$ cat src/rtl/core/pcc_pkg.sv
// Shared types and constants for the polygon coplanarity checker.
// Used by the front, the queue, the back and the top level; no dependencies.
package pcc_pkg;

   // Fixed widths of the port fields and registers
   localparam int FIELD_W        = 16;
   localparam int COORD_BITS_DEF = 16;
   localparam int TOL_W          = 56;
   localparam int COUNT_W        = 16;
   localparam logic [COUNT_W-1:0] COUNT_MAX = '1;

   // Vertex counts that decide the role of a vertex and the result
   localparam int PLANE_POINTS = 3;
   localparam int CHECK_FROM   = 4;

   // Depth of the queue between front and back
   localparam int QUEUE_DEPTH = 2;

   // Configuration port: 64-bit data, registers on 8-byte boundaries
   localparam int CSR_DATA_W = 64;
   localparam int CSR_ADDR_W = 4;
   localparam int CSR_SEL_BIT = 3;

   typedef enum logic {
      REG_TOLERANCE = 1'b0,
      REG_FACE_MODE = 1'b1
   } csr_reg_type;

   // What the back has to do with a vertex
   typedef enum logic [2:0] {
      KIND_FIRST  = 3'd0,
      KIND_SECOND = 3'd1,
      KIND_PLANE  = 3'd2,
      KIND_CHECK  = 3'd3,
      KIND_SKIP   = 3'd4
   } vtx_kind_type;

   // Control part of a queued word, formed by the front
   typedef struct packed {
      vtx_kind_type kind;
      logic         last;
      logic         face;
      logic         cnt_lt3;
      logic         cnt_eq3;
      logic         cnt_lt4;
   } vtx_ctrl_type;

endpackage

$ cat src/rtl/core/pcc_front.sv
// Front of the coplanarity checker: accepts vertices, counts them and decides each one's role.
// Depends on pcc_pkg; feeds pcc_queue.
module pcc_front import pcc_pkg::*; #(
   parameter int COORD_BITS = COORD_BITS_DEF
) (
   input  logic                      clock,
   input  logic                      reset,
   input  logic                      req_push,
   output logic                      req_full,
   input  logic [FIELD_W-1:0]        req_coord_x,
   input  logic [FIELD_W-1:0]        req_coord_y,
   input  logic [FIELD_W-1:0]        req_coord_z,
   input  logic                      req_last_vertex,
   input  logic                      face_mode,
   input  logic                      q_full,
   output logic                      q_push,
   output vtx_ctrl_type              q_ctrl,
   output logic [3*COORD_BITS-1:0]   q_coords
);

   logic [COUNT_W-1:0] count_ff, count_in;
   logic [COUNT_W-1:0] count_next;
   logic               accept;

   assign accept   = req_push && !q_full;
   assign req_full = q_full;
   assign q_push   = accept;

   // Only the low coordinate bits travel on; the back sign-extends them
   assign q_coords = {req_coord_z[COORD_BITS-1:0], req_coord_y[COORD_BITS-1:0],
                      req_coord_x[COORD_BITS-1:0]};

   // Saturating vertex count including the current vertex
   assign count_next = (count_ff == COUNT_MAX) ? count_ff : count_ff + 1'b1;

   // Role of the vertex by its position in the polygon
   always_comb begin
      if (count_ff == COUNT_W'(0)) begin
         q_ctrl.kind = KIND_FIRST;
      end else if (count_ff == COUNT_W'(1)) begin
         q_ctrl.kind = KIND_SECOND;
      end else if (count_ff == COUNT_W'(PLANE_POINTS - 1)) begin
         q_ctrl.kind = KIND_PLANE;
      end else if (!face_mode || count_ff == COUNT_W'(PLANE_POINTS)) begin
         q_ctrl.kind = KIND_CHECK;
      end else begin
         q_ctrl.kind = KIND_SKIP;
      end
      q_ctrl.last    = req_last_vertex;
      q_ctrl.face    = face_mode;
      q_ctrl.cnt_lt3 = (count_next < COUNT_W'(PLANE_POINTS));
      q_ctrl.cnt_eq3 = (count_next == COUNT_W'(PLANE_POINTS));
      q_ctrl.cnt_lt4 = (count_next < COUNT_W'(CHECK_FROM));
   end

   // The count restarts after the last vertex of a polygon
   always_comb begin
      count_in = count_ff;
      if (accept) begin
         count_in = req_last_vertex ? '0 : count_next;
      end
   end

   always_ff @(posedge clock) begin
      if (reset) begin
         count_ff <= '0;
      end else begin
         count_ff <= count_in;
      end
   end

endmodule

$ cat config.mk
export PLATFORM = sky130hd
export DESIGN_NAME = pcc_front
export DESIGN_NICKNAME = d
export VERILOG_FILES = /design/src/rtl/core/pcc_pkg.sv /design/src/rtl/core/pcc_front.sv
export SDC_FILE = /design/constraint.sdc
export NUM_CORES = 1
export LEC_CHECK = 0
export BUFFER_PORTS_ARGS = -buffer_cell sky130_fd_sc_hd__buf_2
export CAP_MARGIN = 25
export CORE_MARGIN = 2
export CORE_UTILIZATION = 38
export DETAILED_ROUTE_END_ITERATION = 16
export PLACE_DENSITY = 0.77
export SYNTH_ARGS = -nofsm -noshare
export SYNTH_HDL_FRONTEND = slang
export SYNTH_SLANG_ARGS = --single-unit
export TNS_END_PERCENT = 30
$ cat constraint.sdc
create_clock -name clock -period 2.5 [get_ports clock]
set_input_delay 0.5 -clock clock [delete_from_list [all_inputs] [get_ports clock]]
set_output_delay 0.5 -clock clock [all_outputs]
set_load 0.01 [all_outputs]
==> results of run 1 <==
-- final timing paths --
kind / to / cells past startpoint
setup reg to reg: count_ff[11]$_SDFFE_PP0P_ / 7
hold / removal: count_ff[11]$_SDFFE_PP0P_ / 1
setup / recovery: q_ctrl[0] / 8
hold reg to reg: count_ff[11]$_SDFFE_PP0P_ / 1
-- worst reg2reg max path: stages, from the launching register on --
cell,delay (ns)
dfxtp_2,0.35
buf_4,0.15
nand4_1,0.09
buf_4,0.18
buf_4,0.15
nor4_1,0.39
o21ai_0,0.13
a32o_1,0.27
-- layout make-up --
type                       count  area [um2]
multi-input combinational    145        1076
inverter                       7       26.28
tap                           52       65.06
fill                         404        2346
clock buffer                   3       41.29
sequential                    16       331.6
timing repair buffer          58       407.9
-- logic make-up after synthesis --
family          count (synthesis)  synth area share (%)
simple gates                   90                 30.13
flops                          16                 19.09
mux                             5                 3.281
compound gates                 43                 15.59
xor+xnor                        3                 1.566
fa+ha+maj                       4                 2.983
buf+inv                        70                 27.37
-- per-layer routing --
| layer | GRT usage (%) | wire length, um | up-vias |
|---|---|---|---|
| met5 | 0 | 0 | - |
| met4 | 7.692 | 114 | 0 |
| met3 | 3.319 | 327 | 16 |
| met2 | 29.35 | 2147 | 72 |
| met1 | 22.15 | 1948 | 769 |
| li1 | - | - | 768 |
-- metrics by stage --
stage                     hold slack, ns  area, um2
final                             0.5951       1948
after global routing              0.6338       1948
after CTS                         0.5851       1863
after detailed placement          0.6032       1714
after global placement            0.5735       1714
after floorplan                   0.4755       1699
-- timing repair --
| action | in CTS | in global routing |
|---|---|---|
| setup buffers | 1 | 1 |
| resized for setup | 26 | 16 |
| setup endpoints to repair | 6 | 4 |
| cloned | 0 | 0 |
| pin swaps | 3 | 3 |
-- power groups by stage --
stage	clock network, mW	registers [mW]	logic, mW
finish	0.200	0.256	0.0626
global route	0.214	0.256	0.0688
CTS	0.203	0.257	0.0616
detailed placement	0	0.262	0.0598
global placement	0	0.262	0.0586
floorplan	0	0.263	0.118
-- cells in the final DEF (no fill, tap or decap), types with 3 or more instances in the layout --
cell	n
nand2b_1	4
o21ai_1	3
dfxtp_2	6
buf_4	42
inv_1	6
nor2_2	3
a21oi_1	15
a22oi_1	3
nand4_1	5
nor3_1	12
nor4_4	3
nand3_1	9
ha_1	3
clkbuf_8	3
a31oi_1	5
nand2_1	11
nor2_1	14
o21ai_0	6
dfxtp_1	9
nand3_2	3
nor4_1	5
buf_2	14
==> flow_summary.json, run 1 <==
{
  "status": "finished with violations",
  "failed_checks": "setup timing",
  "maxCapViolCount": 0,
  "grt_overflow": 0,
  "path_common_cell": "nand3_4",
  "postCtsHoldBufs": 0,
  "dieArea_um2": 4963,
  "synth_warnings": 0,
  "cp-start-kind": "register",
  "grt_pass1_wl_mm": 7.127,
  "grt_max_degree": 18,
  "grt_setup_unrepaired": "yes",
  "vias": 1625,
  "largest_register_ffs": 16,
  "largest-register": "count_ff",
  "crit_path_top_delay_cell": "or4_4",
  "grtUsageTotal_pct": 17.69,
  "worst-path-max-fanout": 4,
  "pwr-share-comb_pct": 12.1,
  "insertedDiodeCount": 0,
  "worst-path-buf-inv": 1,
  "start_util_pct": 39.07,
  "tns_ns": -0.5156,
  "p_int_uw": 386.1,
  "synth_common_cells": "51 x buf_4, 17 x nor2_1, 16 x dfxtp_1, 15 x a21oi_1, 15 x nor3_1",
  "coreArea_um2": 4294,
  "avgSynthCellArea_um2": 7.263,
  "cp.required_ns": 2.00,
  "pwr-share-clk_pct": 38.5,
  "hold_viol": 0,
  "powerDensity_nw_per_um2": 265.9,
  "firstDrtPassIters": 4,
  "stdcell_count": 281,
  "clock_latency_ns": 0.26,
  "dp.cells": 276,
  "r2r_start": "count_ff[1]$_SDFFE_PP0P_",
  "first_iter_violations": 174,
  "cp-end-kind": "primary output",
  "ios": 112,
  "syn-num-nets": 289,
  "die_y_um": 70.45,
  "fmax_ghz": 0.3715,
  "area_growth_pct": 16.11,
  "fin_skew_ns": 0.007915,
  "nets": 289,
  "post-route-min-period_ns": 2.692,
  "finalCritPeriodShare_pct": 107.7,
  "slew_viol_final": 0,
  "synth_area_leaders": "buf_4 23%, dfxtp_1 19%, a21oi_1 4.5%",
  "crit_family": "simple AND/OR/NAND/NOR gates",
  "seq_power_share_pct": 49.4,
  "worst-setup-path-type": "register to primary output",
  "synth_seq_area_share_pct": 19.09,
  "synthFlopType": "dfxtp_1",
  "pre_cts_ws_ns": -0.002562,
  "hold_path.class": "register to register",
  "power.switching_uw": 131.9,
  "drive_above_1_share_pct": 44.54,
  "drc": 0,
  "htreeDepth": 1,
  "grt_pass1_vias": 1540,
  "slowest_delay_ns": 0.45,
  "core.rowCount": 24,
  "p_sw_share_pct": 25.47,
  "drtAntennaViolNets": 0,
  "syn_inst": 231,
  "peakVddDrop_uv": 180.7,
  "clk_pin_slew_worst_paths_ns": 0.07,
  "cts.sinks": 16,
  "leakage_nw": 0.8286,
  "antenna_found_initial": 0,
  "setup_viol": 3,
  "syn_area_um2": 1678,
  "ys_ff_latch": 16,
  "p_total_uw": 518.0,
  "viasPerCell": 5.783,
  "crit_path_start": "count_ff[0]$_SDFFE_PP0P_",
  "reg2reg_setup_slack_ns": 0.69,
  "worstPathCellList": "ha_4 > nand3_4 > or4_4 > mux2_4 > nor2_4 > nand3_4 > and2b_2 > buf_6",
  "slew_headroom_pct": 70.89,
  "hold_start": "count_ff[11]$_SDFFE_PP0P_",
  "cts_buffer_depth": 2,
  "reg.largest.list": "count_ff x16",
  "routedWlPerCell_um": 16.14,
  "final_core_util_pct": 45.37,
  "worst_pin_slew_ns": 0.4327,
  "cts_root_buf": "clkbuf_8",
  "synth_edf_count": 0,
  "synth_top_area_share_pct": 22.82,
  "die_x_um": 70.45,
  "postSynth.asyncResetShare_pct": 0,
  "yosysUniqueCellTypes": 45,
  "layout_setup_ws_ns": -0.1920,
  "cts_tree": "yes",
  "wirelength_mm": 4.536,
  "io_buffers": 15,
  "yosysMostFrequentCell": "buf_4",
  "place.gp.congestion": 0.9255,
  "synth_top_area_cell": "buf_4",
  "dpl.hpwl_mm": 3.237,
  "cp.arrival_ns": 2.19,
  "cts_buffers": 3
}
Note: power is estimated with default switching activity, not from simulation.
==> run 2, diff against run 1 <==
- PLACE_DENSITY: 0.77 -> default
- PLACE_DENSITY_LB_ADDON: default -> 0.3
==> flow_summary.json, run 2 (synthesized netlist as in run 1, its figures left out) <==
{
  "layout_common_cells": "45 x buf_4, 16 x nor2_1, 15 x a21oi_1",
  "cts.sinks": 16,
  "nets": 291,
  "reg2reg_setup_slack_ns": 0.65,
  "firstDrtPassIters": 4,
  "post-route-min-period_ns": 2.691,
  "cts_tree": "yes",
  "postCtsHoldBufs": 0,
  "clock_latency_ns": 0.26,
  "viasPerCell": 5.673,
  "routedWlPerCell_um": 15.38,
  "grtUsageTotal_pct": 17.94,
  "n_fill_cell": 432,
  "fin_skew_ns": 0.002818,
  "peakVddDrop_uv": 177.8,
  "drtAntennaViolNets": 0,
  "coreArea_um2": 4294,
  "cts_root_buf": "clkbuf_8",
  "crit_path_start": "count_ff[7]$_SDFFE_PP0P_",
  "reg.largest.list": "count_ff x16",
  "hold_viol": 0,
  "design_area_um2": 1921,
  "worst_pin_slew_ns": 0.4638,
  "setup_viol": 6,
  "dpl.hpwl_mm": 3.212,
  "clk_pin_slew_worst_paths_ns": 0.06,
  "cts_buffers": 3,
  "worst-setup-path-type": "register to primary output",
  "hold_path.class": "register to register",
  "final_common_cell": "buf_4",
  "r2r_start": "count_ff[6]$_SDFFE_PP0P_",
  "grt_overflow": 0,
  "final_core_util_pct": 44.73,
  "area_growth_pct": 14.47,
  "fmax_ghz": 0.3716,
  "dieArea_um2": 4963,
  "antenna_found_initial": 0,
  "drc": 0,
  "cp.arrival_ns": 2.19,
  "insertedDiodeCount": 0,
  "place.gp.congestion": 0.9545,
  "whs_path_depth": 1,
  "htreeDepth": 1,
  "grt_pass1_wl_mm": 7.162,
  "drive_above_1_share_pct": 44.40,
  "slew_viol_final": 0,
  "powerDensity_nw_per_um2": 288.2,
  "placed_cell_area_um2": 1699,
  "cts_buffer_depth": 2,
  "first_iter_violations": 83,
  "io_buffers": 15,
  "worst-path-max-fanout": 5,
  "cp-start-kind": "register",
  "critPathCapture": "q_ctrl[5]",
  "core.rowCount": 24,
  "grt_setup_unrepaired": "yes",
  "start_util_pct": 39.07,
  "wirelength_mm": 4.367,
  "vias": 1611,
  "die_y_um": 70.45,
  "grt_pass1_vias": 1497,
  "largest_register_ffs": 16,
  "finalCritPeriodShare_pct": 107.7,
  "slew_headroom_pct": 68.79,
  "leakage_nw": 0.8044,
  "layout_setup_ws_ns": -0.1914,
  "failed_checks": "setup timing",
  "status": "finished with violations",
  "die_x_um": 70.45,
  "r2r_end": "count_ff[12]$_SDFFE_PP0P_",
  "grt_max_degree": 18,
  "largest-register": "count_ff",
  "cp.required_ns": 2.00,
  "ios": 112,
  "rr_worst_depth": 6,
  "maxCapViolCount": 0,
  "cp-end-kind": "primary output"
}
## run 2: layout make-up
type	count	area (um2)	share of cell area [%]
multi-input combinational	145	1023	53.29
timing repair buffer	60	419.2	21.82
sequential	16	331.6	17.26
tap	52	65.06	3.388
clock buffer	4	55.05	2.866
inverter	7	26.28	1.368
## run 2: per-stage QoR
stage	instances	total power [mW]	hold WS, ns	worst slack (ns)	setup TNS [ns]
2_1_floorplan	231	0.3807	0.4755	-0.01849	-0.02741
3_3_place_gp	274	0.3212	0.5644	0.002744	0
3_5_place_dp	274	0.3216	0.5761	-0.02409	-0.03420
4_1_cts	280	0.5626	0.5723	-0.1900	-0.8882
5_1_grt	284	0.5789	0.5829	-0.2978	-1.590
6_report	284	0.5535	0.5559	-0.1914	-1.026
## run 2: timing repair
action / in CTS / in global routing
endpoints found under the setup margin: 6 / 6
gates resized for setup: 22 / 9
buffers inserted: 2 / 4
pin swaps: 3 / 1
## run 2: report_power, final
group / switching (mW) / internal [mW] / total [mW]
Sequential: 0.000848 / 0.256 / 0.257
Clock: 0.0960 / 0.140 / 0.236
Combinational: 0.0383 / 0.0222 / 0.0605
## run 2: critical path, stage by stage (launching register included)
cell,delay (ns)
dfxtp_2,0.35
buf_4,0.16
or4_2,0.67
nor2_2,0.12
nand3_2,0.13
inv_2,0.09
a21oi_1,0.06
o211a_1,0.21
buf_2,0.14
## run 2: worst min path at each step
| stage | slack [ns] | start | to |
|---|---|---|---|
| floorplan | 0.48 | count_ff[0]$_SDFFE_PP0P_ | count_ff[0]$_SDFFE_PP0P_ |
| global placement | 0.56 | count_ff[2]$_SDFFE_PP0P_ | count_ff[2]$_SDFFE_PP0P_ |
| detailed placement | 0.58 | count_ff[2]$_SDFFE_PP0P_ | count_ff[2]$_SDFFE_PP0P_ |
| CTS | 0.57 | count_ff[2]$_SDFFE_PP0P_ | count_ff[2]$_SDFFE_PP0P_ |
| global route | 0.58 | count_ff[11]$_SDFFE_PP0P_ | count_ff[11]$_SDFFE_PP0P_ |
| finish | 0.56 | count_ff[11]$_SDFFE_PP0P_ | count_ff[11]$_SDFFE_PP0P_ |
## run 2: routing by layer
| metal | up-vias | track usage, % | wire, um |
|---|---|---|---|
| li1 | 773 | - | - |
| met1 | 761 | 25.44 | 1987 |
| met2 | 61 | 26.00 | 1986 |
| met3 | 16 | 3.608 | 289 |
| met4 | 0 | 7.906 | 104 |
| met5 | - | 0 | 0 |
==> run 3, diff against run 2 <==
- REMOVE_ABC_BUFFERS: default -> 1
==> flow_summary.json, run 3 (synthesized netlist as in run 1, its figures left out) <==
{
  "grt_pass1_vias": 1540,
  "die_y_um": 70.45,
  "clk_pin_slew_worst_paths_ns": 0.06,
  "core.rowCount": 24,
  "grt_setup_unrepaired": "yes",
  "antenna_found_initial": 0,
  "p_total_uw": 523.6,
  "path_common_cell": "nand3_2",
  "p_int_uw": 384.8,
  "grt_max_degree": 18,
  "ios": 112,
  "powerDensity_nw_per_um2": 279.2,
  "final-seq-area_um2": 326.6,
  "maxCapViolCount": 0,
  "slew_headroom_pct": 73.64,
  "insertedDiodeCount": 0,
  "drc": 0,
  "status": "finished with violations",
  "routedWlPerCell_um": 24.70,
  "worst-setup-path-type": "register to primary output",
  "grtUsageTotal_pct": 28.49,
  "dpl.hpwl_mm": 5.662,
  "hold_path.class": "register to register",
  "crit_path_start": "count_ff[0]$_SDFFE_PP0P_",
  "n_fill_cell": 448,
  "dieArea_um2": 4963,
  "layout_setup_ws_ns": -0.3184,
  "start_util_pct": 39.07,
  "leakage_nw": 0.7908,
  "layout_common_cells": "49 x buf_4, 16 x nor2_1, 15 x a21oi_1, 15 x buf_2, 12 x nand2_1",
  "cp-end-kind": "primary output",
  "largest-register": "count_ff",
  "failed_checks": "setup timing",
  "io_buffers": 15,
  "place.gp.congestion": 0.9060,
  "reg.largest.list": "count_ff x16",
  "fin_skew_ns": 0.002549,
  "cts_buffers": 3,
  "drtAntennaViolNets": 0,
  "die_x_um": 70.45,
  "power.switching_uw": 138.8,
  "grt_overflow": 0,
  "p_sw_share_pct": 26.51,
  "area_growth_pct": 11.78,
  "setup_viol": 6,
  "clock_latency_ns": 0.26,
  "r2r_start": "count_ff[14]$_SDFFE_PP0P_",
  "post-route-min-period_ns": 2.818,
  "tns_ns": -1.100,
  "slowest_delay_ns": 0.45,
  "cts.sinks": 16,
  "drive_above_1_share_pct": 41.28,
  "viasPerCell": 6.024,
  "vias": 1729,
  "seq_power_share_pct": 49.0,
  "postCtsHoldBufs": 0,
  "worst_pin_slew_ns": 0.3918,
  "largest_register_ffs": 16,
  "grt_pass1_wl_mm": 10.20,
  "cp.required_ns": 2.00,
  "hold_start": "count_ff[11]$_SDFFE_PP0P_",
  "stdcell_count": 287,
  "hold_viol": 0,
  "wirelength_mm": 7.089,
  "worstPathCellList": "ha_2 > nand3_2 > or4_4 > mux2_4 > nor2_2 > nand3_2 > nor4_4 > buf_2",
  "dp.cells": 280,
  "coreArea_um2": 4294,
  "pwr-share-comb_pct": 11.6,
  "cp.arrival_ns": 2.32,
  "design_area_um2": 1876,
  "final_common_cell": "buf_4",
  "placed_cell_area_um2": 1723,
  "pre_cts_ws_ns": -0.09996,
  "worst-path-max-fanout": 4,
  "holdWs_ns": 0.5637,
  "cp-start-kind": "register",
  "htreeDepth": 1,
  "crit_path_top_delay_cell": "or4_4",
  "pwr-share-clk_pct": 39.4,
  "firstDrtPassIters": 4,
  "fmax_ghz": 0.3548,
  "finalCritPeriodShare_pct": 112.7,
  "multi_input_area_um2": 973.4,
  "nets": 295,
  "slew_viol_final": 0,
  "cts_buffer_depth": 2,
  "final_core_util_pct": 43.68,
  "cts_tree": "yes",
  "first_iter_violations": 173,
  "cts_root_buf": "clkbuf_8",
  "peakVddDrop_uv": 210.7
}
run 3: changes by cell type in the layout (fill, tap and decap cells not counted), sizes merged:
cell	change
buf	+4
clkbuf	-1
run 3: critical path: cells and delay by family (launching register included):
kind                       cells  cell delay [ns]
and+or+nand+nor                5             1.03
adders and majority gates      1             0.18
muxes                          1             0.33
buffers and inverters          1             0.18
DFF                            1             0.33
run 3: repair_timing:
item | in CTS | in global routing
gates resized for setup | 14 | 7
setup buffers | 4 | 0
endpoints found under the setup margin | 6 | 6
pin swaps | 5 | 0
run 3: final timing paths:
kind / end / slack, ns / cells after the start
worst min register to register: count_ff[11]$_SDFFE_PP0P_ / 0.56 / 1
worst max register to register: count_ff[10]$_SDFFE_PP0P_ / 0.31 / 12
worst min-delay path: count_ff[11]$_SDFFE_PP0P_ / 0.56 / 1
worst max-delay path: q_ctrl[1] / -0.32 / 8
run 3: layout make-up:
cell class,count,area share [%]
timing repair buffer,64,23.62
sequential,16,17.41
clock buffer,3,2.201
inverter,7,1.401
multi-input combinational,145,51.90
tap,52,3.469
run 3: metal layers:
layer | global-route usage [%] | vias up | wire length (um)
met3 | 29.00 | 18 | 1515
met5 | 11.11 | - | 51
met4 | 9.188 | 2 | 168
met2 | 35.53 | 127 | 2762
met1 | 31.57 | 802 | 2590
li1 | - | 780 | -
run 3: power by group through the flow:
stage,combinational (mW),sequential (mW),clock (mW)
2_1_floorplan,0.0249,0.263,0
3_3_place_gp,0.0581,0.262,0
3_5_place_dp,0.0585,0.262,0
4_1_cts,0.0596,0.256,0.206
5_1_grt,0.0653,0.256,0.221
6_report,0.0609,0.256,0.206
