### config.mk
export PLATFORM = sky130hd
export DESIGN_NAME = pcc_queue
export DESIGN_NICKNAME = d
export VERILOG_FILES = /design/src/rtl/core/pcc_pkg.sv /design/src/rtl/core/pcc_queue.sv
export SDC_FILE = /design/constraint.sdc
export NUM_CORES = 1
export LEC_CHECK = 0
export BUFFER_PORTS_ARGS = -buffer_cell sky130_fd_sc_hd__buf_2
export CELL_PAD_IN_SITES_DETAIL_PLACEMENT = 0
export CELL_PAD_IN_SITES_GLOBAL_PLACEMENT = 1
export CORE_UTILIZATION = 40
export CTS_BUF_LIST = sky130_fd_sc_hd__clkbuf_4 sky130_fd_sc_hd__clkbuf_8
export CTS_CLUSTER_SIZE = 14
export DETAILED_ROUTE_END_ITERATION = 8
export HOLD_SLACK_MARGIN = 0.02
export PLACE_DENSITY_LB_ADDON = 0.12
export SLEW_MARGIN = 5
export SYNTH_ARGS = -nofsm -noshare
export SYNTH_HDL_FRONTEND = slang
export SYNTH_SLANG_ARGS = --single-unit
### constraint.sdc
create_clock -name clock -period 2.2 [get_ports clock]
set_clock_uncertainty 0.2 [all_clocks]
set_input_delay 0.33 -clock clock [delete_from_list [all_inputs] [get_ports clock]]
set_output_delay 0.33 -clock clock [all_outputs]
set_load 0.02 [all_outputs]
### src/rtl/core/pcc_pkg.sv
// Shared types and constants for the polygon coplanarity checker.
// Used by the front, the queue, the back and the top level; no dependencies.
package pcc_pkg;

   // Fixed widths of the port fields and registers
   localparam int FIELD_W        = 16;
   localparam int COORD_BITS_DEF = 16;
   localparam int TOL_W          = 56;
   localparam int COUNT_W        = 16;
   localparam logic [COUNT_W-1:0] COUNT_MAX = '1;

   // Vertex counts that decide the role of a vertex and the result
   localparam int PLANE_POINTS = 3;
   localparam int CHECK_FROM   = 4;

   // Depth of the queue between front and back
   localparam int QUEUE_DEPTH = 2;

   // Configuration port: 64-bit data, registers on 8-byte boundaries
   localparam int CSR_DATA_W = 64;
   localparam int CSR_ADDR_W = 4;
   localparam int CSR_SEL_BIT = 3;

   typedef enum logic {
      REG_TOLERANCE = 1'b0,
      REG_FACE_MODE = 1'b1
   } csr_reg_type;

   // What the back has to do with a vertex
   typedef enum logic [2:0] {
      KIND_FIRST  = 3'd0,
      KIND_SECOND = 3'd1,
      KIND_PLANE  = 3'd2,
      KIND_CHECK  = 3'd3,
      KIND_SKIP   = 3'd4
   } vtx_kind_type;

   // Control part of a queued word, formed by the front
   typedef struct packed {
      vtx_kind_type kind;
      logic         last;
      logic         face;
      logic         cnt_lt3;
      logic         cnt_eq3;
      logic         cnt_lt4;
   } vtx_ctrl_type;

endpackage

### src/rtl/core/pcc_queue.sv
// Short first-in first-out queue of words between the front and the back.
// Depends on pcc_pkg for the default depth.
module pcc_queue import pcc_pkg::*; #(
   parameter int WIDTH = 8,
   parameter int DEPTH = QUEUE_DEPTH
) (
   input  logic             clock,
   input  logic             reset,
   input  logic             push,
   input  logic [WIDTH-1:0] wr_data,
   output logic             full,
   input  logic             pop,
   output logic [WIDTH-1:0] rd_data,
   output logic             empty
);

   localparam int PTR_W = (DEPTH > 1) ? $clog2(DEPTH) : 1;
   localparam int CNT_W = $clog2(DEPTH + 1);

   logic [WIDTH-1:0] slot_ff [DEPTH];
   logic [PTR_W-1:0] wr_ptr_ff, wr_ptr_in;
   logic [PTR_W-1:0] rd_ptr_ff, rd_ptr_in;
   logic [CNT_W-1:0] count_ff, count_in;
   logic             do_push, do_pop;

   assign full    = (count_ff == CNT_W'(DEPTH));
   assign empty   = (count_ff == '0);
   assign do_push = push && !full;
   assign do_pop  = pop && !empty;
   assign rd_data = slot_ff[rd_ptr_ff];

   // Pointer and fill count update, wrapping at the depth
   always_comb begin
      wr_ptr_in = wr_ptr_ff;
      rd_ptr_in = rd_ptr_ff;
      count_in  = count_ff;
      if (do_push) begin
         wr_ptr_in = (wr_ptr_ff == PTR_W'(DEPTH - 1)) ? '0 : wr_ptr_ff + 1'b1;
      end
      if (do_pop) begin
         rd_ptr_in = (rd_ptr_ff == PTR_W'(DEPTH - 1)) ? '0 : rd_ptr_ff + 1'b1;
      end
      if (do_push && !do_pop) begin
         count_in = count_ff + 1'b1;
      end else if (do_pop && !do_push) begin
         count_in = count_ff - 1'b1;
      end
   end

   always_ff @(posedge clock) begin
      if (reset) begin
         wr_ptr_ff <= '0;
         rd_ptr_ff <= '0;
         count_ff  <= '0;
      end else begin
         wr_ptr_ff <= wr_ptr_in;
         rd_ptr_ff <= rd_ptr_in;
         count_ff  <= count_in;
      end
   end

   // Storage needs no reset
   always_ff @(posedge clock) begin
      if (do_push) begin
         slot_ff[wr_ptr_ff] <= wr_data;
      end
   end

endmodule

==> key figures, run 1 <==
Clock network
  • Sink Count: 21
  • Num CTS Buffers: 3
  • Clock Path Buffers: 2
  • Clock Tree Root: clkbuf_4
  • Resize count post-CTS: 0
  • Worst-path clk slew: between 0.1 and 0.15 ns
  • Worst-Skew Late Latency: between 0.2 and 0.3 ns
  • H-tree depth: 1
  • CTS tree: built

Synth
  • #FFs+latches synth: 21
  • Cell taking the most area after synthesis: edfxtp_1
  • Number of synthesized flops with an enable pin: 16
  • Yosys warning total: 0
  • Most numerous cell in the Yosys netlist: edfxtp_1
  • Async SR Flop Fraction: 0%
  • Cells after synthesis: 50
  • Area contributors post-synth: edfxtp_1 61%, dfxtp_1 13%, mux2_2 11%
  • Synth cell count leaders: 16 x edfxtp_1, 8 x mux2_2, 5 x dfxtp_1, 5 x nor2_1
  • Post-synthesis sequential area ratio: approximately 73%
  • Post-synth cell types: 13
  • Syn Area/Cell: about 16 um2
  • Synth Cell Area: 793.3 um2
  • Share of the synthesized area in the top cell type: 60.57%
  • Synth Net Count: 63
  • Top_reg_cell synth: edfxtp_1

Critical path
  • Worst-path fanout max: 8
  • Cell family with most CP delay: flip-flops
  • Reg2reg path depth: 4
  • Critical Path AT: approximately 1.4 ns
  • Buffers & Inverters on Critical Path: 1
  • Worst r2r dst: count_ff[1]$_SDFFE_PP0P_
  • CP Cell Sequence: mux2_2 -> buf_2
  • Required @ worst endpoint: 1.67 ns
  • Reg-to-reg slack, setup: 0.37 ns
  • CP Launch Type: register
  • Worst stage delay on the critical path: 0.54 ns
  • Crit path capture type: output pin
  • Slowest library cell on the worst path: dfxtp_1
  • CP Class: register to output pin
  • R2r startpoint: count_ff[0]$_SDFFE_PP0P_

Status
  • Outcome: finished, final reports clean

STA
  • Setup_tns: 0 ns
  • Worst Tran Pin Value: 0.3653 ns
  • Fin. Hold Viols: 0
  • Fmax: around 0.53 GHz
  • Hold WS: ~0.049 ns
  • Final WS setup: 0.3094 ns
  • RSZ-0062 raised after global routing: false
  • Slew Limit Fails: 0
  • Final Setup Violations: 0
  • Final Cycle Share: between 80% and 90%
  • Crit path time final: between 1.5 and 2 ns
  • Slew HR: between 70% and 80%

Cells and area
  • # diodes: 0
  • Post-route non-filler standard cell count: between 100 and 150
  • Layout cells sized above 1: 41.46%
  • Final Cell Area: 0.001035 mm2
  • Synthesis-to-finish area growth: 30.44%
  • Final core occ: between 50% and 60%
  • Fin nets: between 90 and 100

Routing
  • WL final: 1186 um
  • Initial DRC Count: 9
  • Antenna Violating Nets Remaining: 0
  • Vias: 477
  • DRC: 0
  • Routed wire per std cell: 11.08 um
  • TritonRoute pass-1 iters: 2
  • Vias per inst: approximately 4.5

Power and ir drop
  • Pwr dens: roughly 1100 mW/mm2
  • Peak supply drop: 0.5975 mV
  • Total power: 1.114 mW
  • Leak Pwr: 0.4149 nW

Run
  • Max Cap Viol: 0

Floorplanning
  • Die Height: 46.53 um
  • Die span in x: around 47 um
  • I/O pin cnt: 22
  • # rows: 15
  • Core Region: 0.001783 mm2
  • Die Footprint: 0.002165 mm2
  • Initial Util: 44.49%

Min path
  • Worst Hold Path EP: wr_ptr_ff$_SDFFE_PP0N_
  • Hold_sp: reset
  • Hold Path Class: input port to register
  • Hold depth: 2

Placed design
  • Input/output buffers: 21
  • Final RePlAce weighted congestion: 0.7298
  • Pre-CTS setup slack: 0.4262 ns
  • Detailed Place HPWL: 783.8 um
  • Placed instance count: 95
  • Area after DPL: 924.6 um2

Global routing
  • Initial antenna violation count: 0
  • Vias in the first global route: 425
  • Congestion Overflow GR: 0
  • GR Util All Layers: 11.95%
  • Pin count of the biggest net entering global routing: 12
  • First-pass GRT wire length: 1711 um
==> sequential cells by signal (all words and copies together) (netlist names), named ones only <==
signal     cells
wr_ptr_ff      1
rd_ptr_ff      1
slot_ff       16
count_ff       2
==> final cells by class <==
| type | instances | area, um2 |
|---|---|---|
| multi-input combinational | 26 | 200.2 |
| clock buffer | 4 | 30.03 |
| timing repair buffer | 29 | 185.2 |
| inverter | 2 | 7.507 |
| fill | 153 | 748.2 |
| sequential | 21 | 580.6 |
| tap | 25 | 31.28 |
==> where the power goes <==
group	internal (mW)	switching, mW
sequential	0.506	0.0505
clock	0.0828	0.102
combinational	0.165	0.207
==> cell usage in the layout, fill, tap and decap left out <==
master / n
a21oi_1: 2
and2_1: 1
buf_2: 21
clkbuf_4: 4
dfxtp_1: 5
dlygate4sd3_1: 8
edfxtp_1: 16
ha_1: 1
inv_1: 2
mux2_2: 8
nor2_1: 5
nor2b_2: 1
o21ai_0: 3
or3_1: 2
xor2_1: 3
==> repair_timing <==
item / 4_1_cts / 5_1_grt
setup buffers: 0 / 0
hold endpoints to repair: 16 / 0
hold buffers: 8 / 0
==> logic make-up (layout without fill, tap and decap cells) <==
group,after synthesis,count (layout),share of synthesized area [%]
xor+xnor,3,3,3.313
buf+inv,3,35,1.577
compound gates,5,5,3.154
fa+ha+maj,1,1,1.577
mux,8,8,11.36
simple gates,9,9,5.837
flops,21,21,73.19
==> worst max path at each step <==
stage / from / end / slack [ns] / cells after the start
final: register / rd_data[4] / 0.31 / 2
after global routing: register / rd_data[2] / 0.21 / 2
after CTS: register / rd_data[1] / 0.27 / 2
after detailed placement: count_ff[0]$_SDFFE_PP0P_ / count_ff[1]$_SDFFE_PP0P_ / 0.43 / 4
after global placement: count_ff[0]$_SDFFE_PP0P_ / count_ff[1]$_SDFFE_PP0P_ / 0.49 / 4
after floorplan: count_ff[1]$_SDFFE_PP0P_ / count_ff[1]$_SDFFE_PP0P_ / 0.41 / 5
==> routing by layer <==
layer  GRT usage, %  vias to the layer above  share of wire, %
li1               -                      243                 -
met1          13.18                      222                43
met2          20.83                       12                53
met3          3.529                        0               3.9
met4          5.294                        0                 0
met5              0                        -                 0
Power figures use the tool's default switching activity.
==> run 2, diff against run 1 <==
Settings changed: CORE_UTILIZATION 40 to 39, CTS_BUF_LIST sky130_fd_sc_hd__clkbuf_4 sky130_fd_sc_hd__clkbuf_8 to unset, CTS_CLUSTER_SIZE 14 to 16.
==> run 2 against run 1 <==
Final cell count did not move. Non-clock buffer count did not move. Sequential share of layout area rose by 0.20 points. Clock power fell by 6%. Sequential power barely moved. Routed wire length fell by 1.4%. Power fell by 1.2%. Fmax fell by 1.4%. Critical path depth did not move. Register-to-register slack improved by 0.08 ns. Combinational power barely moved. Cell area fell by 0.36%. Largest cell class unchanged.
==> key figures, run 2 (same netlist as run 1, synthesis figures left out) <==
Global routing
  • Pin count of the biggest net entering global routing: 12 (unchanged)
  • First-pass GRT wire length: 1704 um (-0.41%)
  • Vias in the first global route: 435 (+2.4%)
  • Congestion Overflow GR: 0 (unchanged)
  • Initial antenna violation count: 0 (unchanged)
  • GR Util All Layers: 12.27% (+0.32 points)

Cells and area
  • Commonest non-fill, non-tap cell in the layout: buf_2
  • # diodes: 0 (unchanged)
  • Largest register by flop count: slot_ff
  • Top flop regs: slot_ff (16), count_ff (2)
  • Post-route non-filler standard cell count: 107 (unchanged)
  • Fill cells: 154 (+0.65%)
  • Fin nets: 96 (unchanged)
  • Most frequent cells in the layout: 21 x buf_2, 16 x edfxtp_1, 8 x mux2_2, 8 x dlygate4sd3_1
  • Max FFs per register: 16 (unchanged)
  • Layout cells sized above 1: 40.24% (-1.2 points)
  • Final Cell Area: 0.001031 mm2 (-0.36%)
  • Synthesis-to-finish area growth: 29.97%

Run
  • Max Cap Viol: 0 (unchanged)

Floorplanning
  • Die Footprint: 0.002218 mm2 (+2.5%)
  • Initial Util: 43.57% (-0.92 points)
  • Core Region: 0.001821 mm2 (+2.1%)
  • Die span in x: 47.10 um (+1.2%)
  • I/O pin cnt: 22 (unchanged)
  • Die Height: 47.10 um (+1.2%)
  • # rows: 15 (unchanged)

Critical path
  • Worst stage delay on the critical path: 0.56 ns (+0.02 ns)
  • Required @ worst endpoint: 1.67 ns (about the same)
  • CP Launch Type: register
  • Levels on crit path: 2 (unchanged)
  • Reg2reg path depth: 4 (unchanged)
  • CP Cell Sequence: mux2_2 -> buf_2
  • Crit path capture type: output pin
  • Slowest library cell on the worst path: dfxtp_1
  • Worst-path fanout max: 8 (unchanged)
  • Critical Path AT: 1.39 ns (+0.03 ns)
  • Cell family with most CP delay: flip-flops
  • Buffers & Inverters on Critical Path: 1 (unchanged)
  • CP Class: register to output pin

Power and ir drop
  • Logic pwr share: 33.7% (+0.3 points)
  • Flop pwr share: 50.5% (+0.6 points)
  • Clock share of power: 15.8% (-0.8 points)
  • Switching power total: 0.3585 mW (-0.42%)
  • Peak supply drop: 0.5579 mV (-6.6%)
  • Int Power: 0.7420 mW (-1.6%)
  • Leak Pwr: 0.4114 nW (-0.82%)
  • Pwr dens: 1067 mW/mm2 (-0.87%)
  • Switching Fraction: 32.58% (+0.26 points)

Placed design
  • Pre-CTS setup slack: 0.4702 ns (+0.04394 ns)
  • Area after DPL: 924.6 um2 (unchanged)
  • Input/output buffers: 21 (unchanged)
  • Placed instance count: 95 (unchanged)
  • Detailed Place HPWL: 773.1 um (-1.4%)
  • Final RePlAce weighted congestion: 0.6634 (-9.1%)

STA
  • Setup_tns: 0 ns (unchanged)
  • Slew Limit Fails: 0 (unchanged)
  • Fin. Hold Viols: 0 (unchanged)
  • RSZ-0062 raised after global routing: false
  • Worst Tran Pin Value: 0.3785 ns (+0.01324 ns)
  • Crit path time final: 1.917 ns (+0.02655 ns)
  • Slew HR: 74.77% (-0.88 points)
  • Fmax: 0.5216 GHz (-1.4%)
  • Final WS setup: 0.2828 ns (-0.02655 ns)
  • Final Cycle Share: 87.14% (+1.2 points)
  • Final Setup Violations: 0 (unchanged)

Routing
  • WL final: 1169 um (-1.4%)
  • Met3 wire len: 52 um (+13%)
  • TritonRoute pass-1 iters: 4 (+2)
  • Vias per inst: 4.402 (-1.3%)
  • Vias: 471 (-1.3%)
  • Initial DRC Count: 6 (-3)
  • DRC: 0 (unchanged)
  • Top sig layer: met4
  • Routed wire per std cell: 10.93 um (-1.4%)
  • Met1 wire length: 515 um (+1.4%)
  • Met2 WL: 596 um (-5.5%)
  • Antenna Violating Nets Remaining: 0 (unchanged)

Clock network
  • Worst-Skew Late Latency: 0.29 ns (about the same)
  • Clock Path Buffers: 2 (unchanged)
  • Num CTS Buffers: 3 (unchanged)
  • H-tree depth: 1 (unchanged)
  • Worst-path clk slew: 0.10 ns (about the same)
  • Clock Tree Root: clkbuf_4
  • Sink Count: 21 (unchanged)
  • Post-CTS Repair Setup Buffers: 0 (unchanged)
  • CTS tree: built

Min path
  • Hold depth: 2 (unchanged)
  • Hold Path Class: input port to register

Status
  • Outcome: finished, final reports clean
run 2: cell counts in the layout (fill, tap and decap cells not counted):
Identical to the previous run, type by type.
run 2: timing repair:
item                                   CTS  global route
endpoints found under the hold margin   16             0
resized for setup                        0             0
hold buffers                             8             0
run 2: final cells by class:
class / count / area (um2) / share of cell area (%)
Inverter: 2 / 7.507 / 0.7282
Clock buffer: 4 / 26.28 / 2.549
Timing Repair Buffer: 29 / 185.2 / 17.96
Tap cell: 25 / 31.28 / 3.034
Sequential cell: 21 / 580.6 / 56.31
Multi-Input combinational cell: 26 / 200.2 / 19.42
run 2: worst paths after layout:
kind / from / end / slack, ns
max: register / rd_data[1] / 0.28
min: reset / wr_ptr_ff$_SDFFE_PP0N_ / 0.04
max reg2reg: count_ff[0]$_SDFFE_PP0P_ / count_ff[1]$_SDFFE_PP0P_ / 0.45
min reg2reg: wr_ptr_ff$_SDFFE_PP0N_ / wr_ptr_ff$_SDFFE_PP0N_ / 0.29
run 2: worst reg2reg max path, cell delays in order (launching register included):
cell     delay (ns)
dfxtp_1        0.37
o21ai_0        0.29
ha_1           0.32
or3_1          0.38
a21oi_1        0.13
run 2: layer usage:
metal  GRT usage, %  up-vias
li1               -      244
met1          12.63      209
met2          21.39       16
met3          5.769        2
met4          5.143        0
met5              0        -
run 2: power groups by stage:
stage | clock network, mW | registers [mW] | logic, mW
after detailed placement | 0 | 0.567 | 0.362
after global placement | 0 | 0.567 | 0.361
after CTS | 0.181 | 0.557 | 0.376
after floorplan | 0 | 0.540 | 0.287
final | 0.174 | 0.556 | 0.371
after global routing | 0.199 | 0.568 | 0.409
run 2: through the flow:
stage	hold WS (ns)	power, mW	util (%)
global route	0.04253	1.176	56.63
detailed placement	0.2743	0.9290	50.79
floorplan	0.1991	0.8265	-
global placement	0.2767	0.9277	50.79
CTS	0.03472	1.114	56.63
finish	0.04424	1.100	56.63
==> run 3, diff against run 2 <==
Settings changed: CORE_ASPECT_RATIO set to 1.4.
==> run 3 against run 2 <==
Final cell count shrank 4.7%. Routed wire length grew 2.2%. Clock power is essentially flat. Worst hold slack is essentially flat. Clock-buffer cell count is the same. Register-to-register slack is essentially flat. Combinational power shrank 1%. Largest power group unchanged. Largest cell class unchanged. Non-clock buffer count is the same. Power shrank 0.28%.
==> key figures, run 3 (same netlist as run 1, synthesis figures left out) <==
Routing
  • WL final: 1195 um (+2.2%)
  • Vias per inst: 4.559 (+3.6%)
  • Initial DRC Count: 8 (+2)
  • Routed wire per std cell: 11.72 um (+7.2%)
  • TritonRoute pass-1 iters: 2 (-2)
  • DRC: 0 (unchanged)
  • Antenna Violating Nets Remaining: 0 (unchanged)
  • Vias: 465 (-1.3%)

STA
  • Final Setup Violations: 0 (unchanged)
  • Worst Tran Pin Value: 0.3686 ns (-0.009881 ns)
  • RSZ-0062 raised after global routing: false
  • Slew HR: 75.43% (+0.66 points)
  • Final WS setup: 0.3118 ns (+0.02895 ns)
  • Fmax: 0.5296 GHz (+1.5%)
  • Setup_tns: 0 ns (unchanged)
  • Crit path time final: 1.888 ns (-0.02895 ns)
  • Final Cycle Share: 85.83% (-1.3 points)
  • Fin. Hold Viols: 0 (unchanged)
  • Slew Limit Fails: 0 (unchanged)

Floorplanning
  • Core Region: 0.001847 mm2 (+1.4%)
  • Die Height: 55.36 um (+18%)
  • Initial Util: 42.95% (-0.62 points)
  • I/O pin cnt: 22 (unchanged)
  • Die Footprint: 0.002221 mm2 (+0.11%)
  • # rows: 18 (+3)
  • Die span in x: 40.12 um (-15%)

Critical path
  • R2r startpoint: count_ff[0]$_SDFFE_PP0P_
  • CP Class: register to output pin
  • Crit path capture type: output pin
  • Worst-path fanout max: 8 (unchanged)
  • CP Cell Sequence: mux2_2 -> buf_2
  • Reg-to-reg slack, setup: 0.46 ns (about the same)
  • Required @ worst endpoint: 1.67 ns (about the same)
  • Worst stage delay on the critical path: 0.54 ns (-0.02 ns)
  • CP Launch Type: register
  • Critical Path AT: 1.36 ns (-0.03 ns)
  • Slowest library cell on the worst path: dfxtp_1
  • Reg2reg path depth: 4 (unchanged)
  • Worst r2r dst: count_ff[1]$_SDFFE_PP0P_

Cells and area
  • Layout cells sized above 1: 40.24% (unchanged)
  • Largest register by flop count: slot_ff
  • Top flop regs: slot_ff (16), count_ff (2)
  • Commonest non-fill, non-tap cell in the layout: buf_2
  • Max FFs per register: 16 (unchanged)
  • Most frequent cells in the layout: 21 x buf_2, 16 x edfxtp_1, 8 x mux2_2, 8 x dlygate4sd3_1
  • Synthesis-to-finish area growth: 29.18%
  • Fin nets: 96 (unchanged)
  • Fill cells: 165 (+7.1%)
  • # diodes: 0 (unchanged)

Min path
  • Hold depth: 2 (unchanged)
  • Worst Hold Path EP: wr_ptr_ff$_SDFFE_PP0N_
  • Hold_sp: reset
  • Hold Path Class: input port to register

Placed design
  • Detailed Place HPWL: 789.9 um (+2.2%)
  • Pre-CTS setup slack: 0.4688 ns (-0.001372 ns)
  • Input/output buffers: 21 (unchanged)
  • Final RePlAce weighted congestion: 0.6421 (-3.2%)

Global routing
  • First-pass GRT wire length: 1966 um (+15%)
  • Pin count of the biggest net entering global routing: 12 (unchanged)
  • GR Util All Layers: 13.28% (+1.0 points)
  • Vias in the first global route: 457 (+5.1%)
  • Congestion Overflow GR: 0 (unchanged)
  • Initial antenna violation count: 0 (unchanged)

Run
  • Max Cap Viol: 0 (unchanged)

Clock network
  • Hold_buf cts: 8 (unchanged)
  • Worst-Skew Late Latency: 0.29 ns (about the same)
  • Sink Count: 21 (unchanged)
  • Num CTS Buffers: 3 (unchanged)
  • Clock Path Buffers: 2 (unchanged)
  • CTS tree: built
  • Worst-path clk slew: 0.11 ns (about the same)
  • Clock Tree Root: clkbuf_4
  • Resize count post-CTS: 0 (unchanged)
  • Post-CTS Repair Setup Buffers: 0 (unchanged)
  • H-tree depth: 1 (unchanged)

Power and ir drop
  • Pwr dens: 1071 mW/mm2 (+0.33%)
  • Leak Pwr: 0.4114 nW (unchanged)
  • Peak supply drop: 0.6507 mV (+17%)

Status
  • Outcome: finished, final reports clean
## run 3: report_power, final
group          total (mW)  internal, mW  switching (mW)
clock               0.175        0.0705           0.104
combinational       0.367         0.165           0.202
sequential          0.555         0.506          0.0493
total                1.10         0.742           0.356
## run 3: per-stage QoR
step           area [um2]  hold slack (ns)  std cells  total power [mW]  util (%)
6_report             1025          0.04470        102             1.097     55.49
5_1_grt              1025          0.04259        102             1.177     55.49
4_1_cts              1025          0.04467        102             1.116     55.49
3_5_place_dp        918.4           0.2855         90            0.9262     49.73
3_3_place_gp        918.4           0.2867         90            0.9274     49.73
2_1_floorplan       793.3           0.1991         50            0.8265         -
## run 3: metal layers
layer | track usage [%] | vias to the layer above | routed length, um
met5 | 0 | - | 0
met4 | 7.389 | 0 | 0
met3 | 3.614 | 0 | 46
met2 | 21.43 | 12 | 663
met1 | 14.59 | 209 | 485
li1 | - | 244 | -
## run 3: worst max path at each step
| stage | cells past startpoint | to | slack, ns | start |
|---|---|---|---|---|
| 3_5_place_dp | 4 | count_ff[1]$_SDFFE_PP0P_ | 0.47 | count_ff[0]$_SDFFE_PP0P_ |
| 6_report | 2 | rd_data[1] | 0.31 | register |
| 5_1_grt | 2 | rd_data[6] | 0.20 | register |
| 2_1_floorplan | 5 | count_ff[1]$_SDFFE_PP0P_ | 0.41 | count_ff[1]$_SDFFE_PP0P_ |
| 3_3_place_gp | 4 | count_ff[1]$_SDFFE_PP0P_ | 0.50 | count_ff[0]$_SDFFE_PP0P_ |
| 4_1_cts | 2 | rd_data[1] | 0.26 | register |
## run 3: cell type report
class | count | area [um2] | area share, %
flip-flops and latches | 21 | 580.6 | 56.65
multi-input cells | 26 | 200.2 | 19.54
repair buffers | 29 | 185.2 | 18.07
clock buffers | 4 | 26.28 | 2.564
well taps | 20 | 25.02 | 2.442
inverters | 2 | 7.507 | 0.7326
## run 3: critical path: cells and delay by family (launching register included)
kind,cells,cell delay [ns]
mux,1,0.38
buf+inv,1,0.16
flops,1,0.54
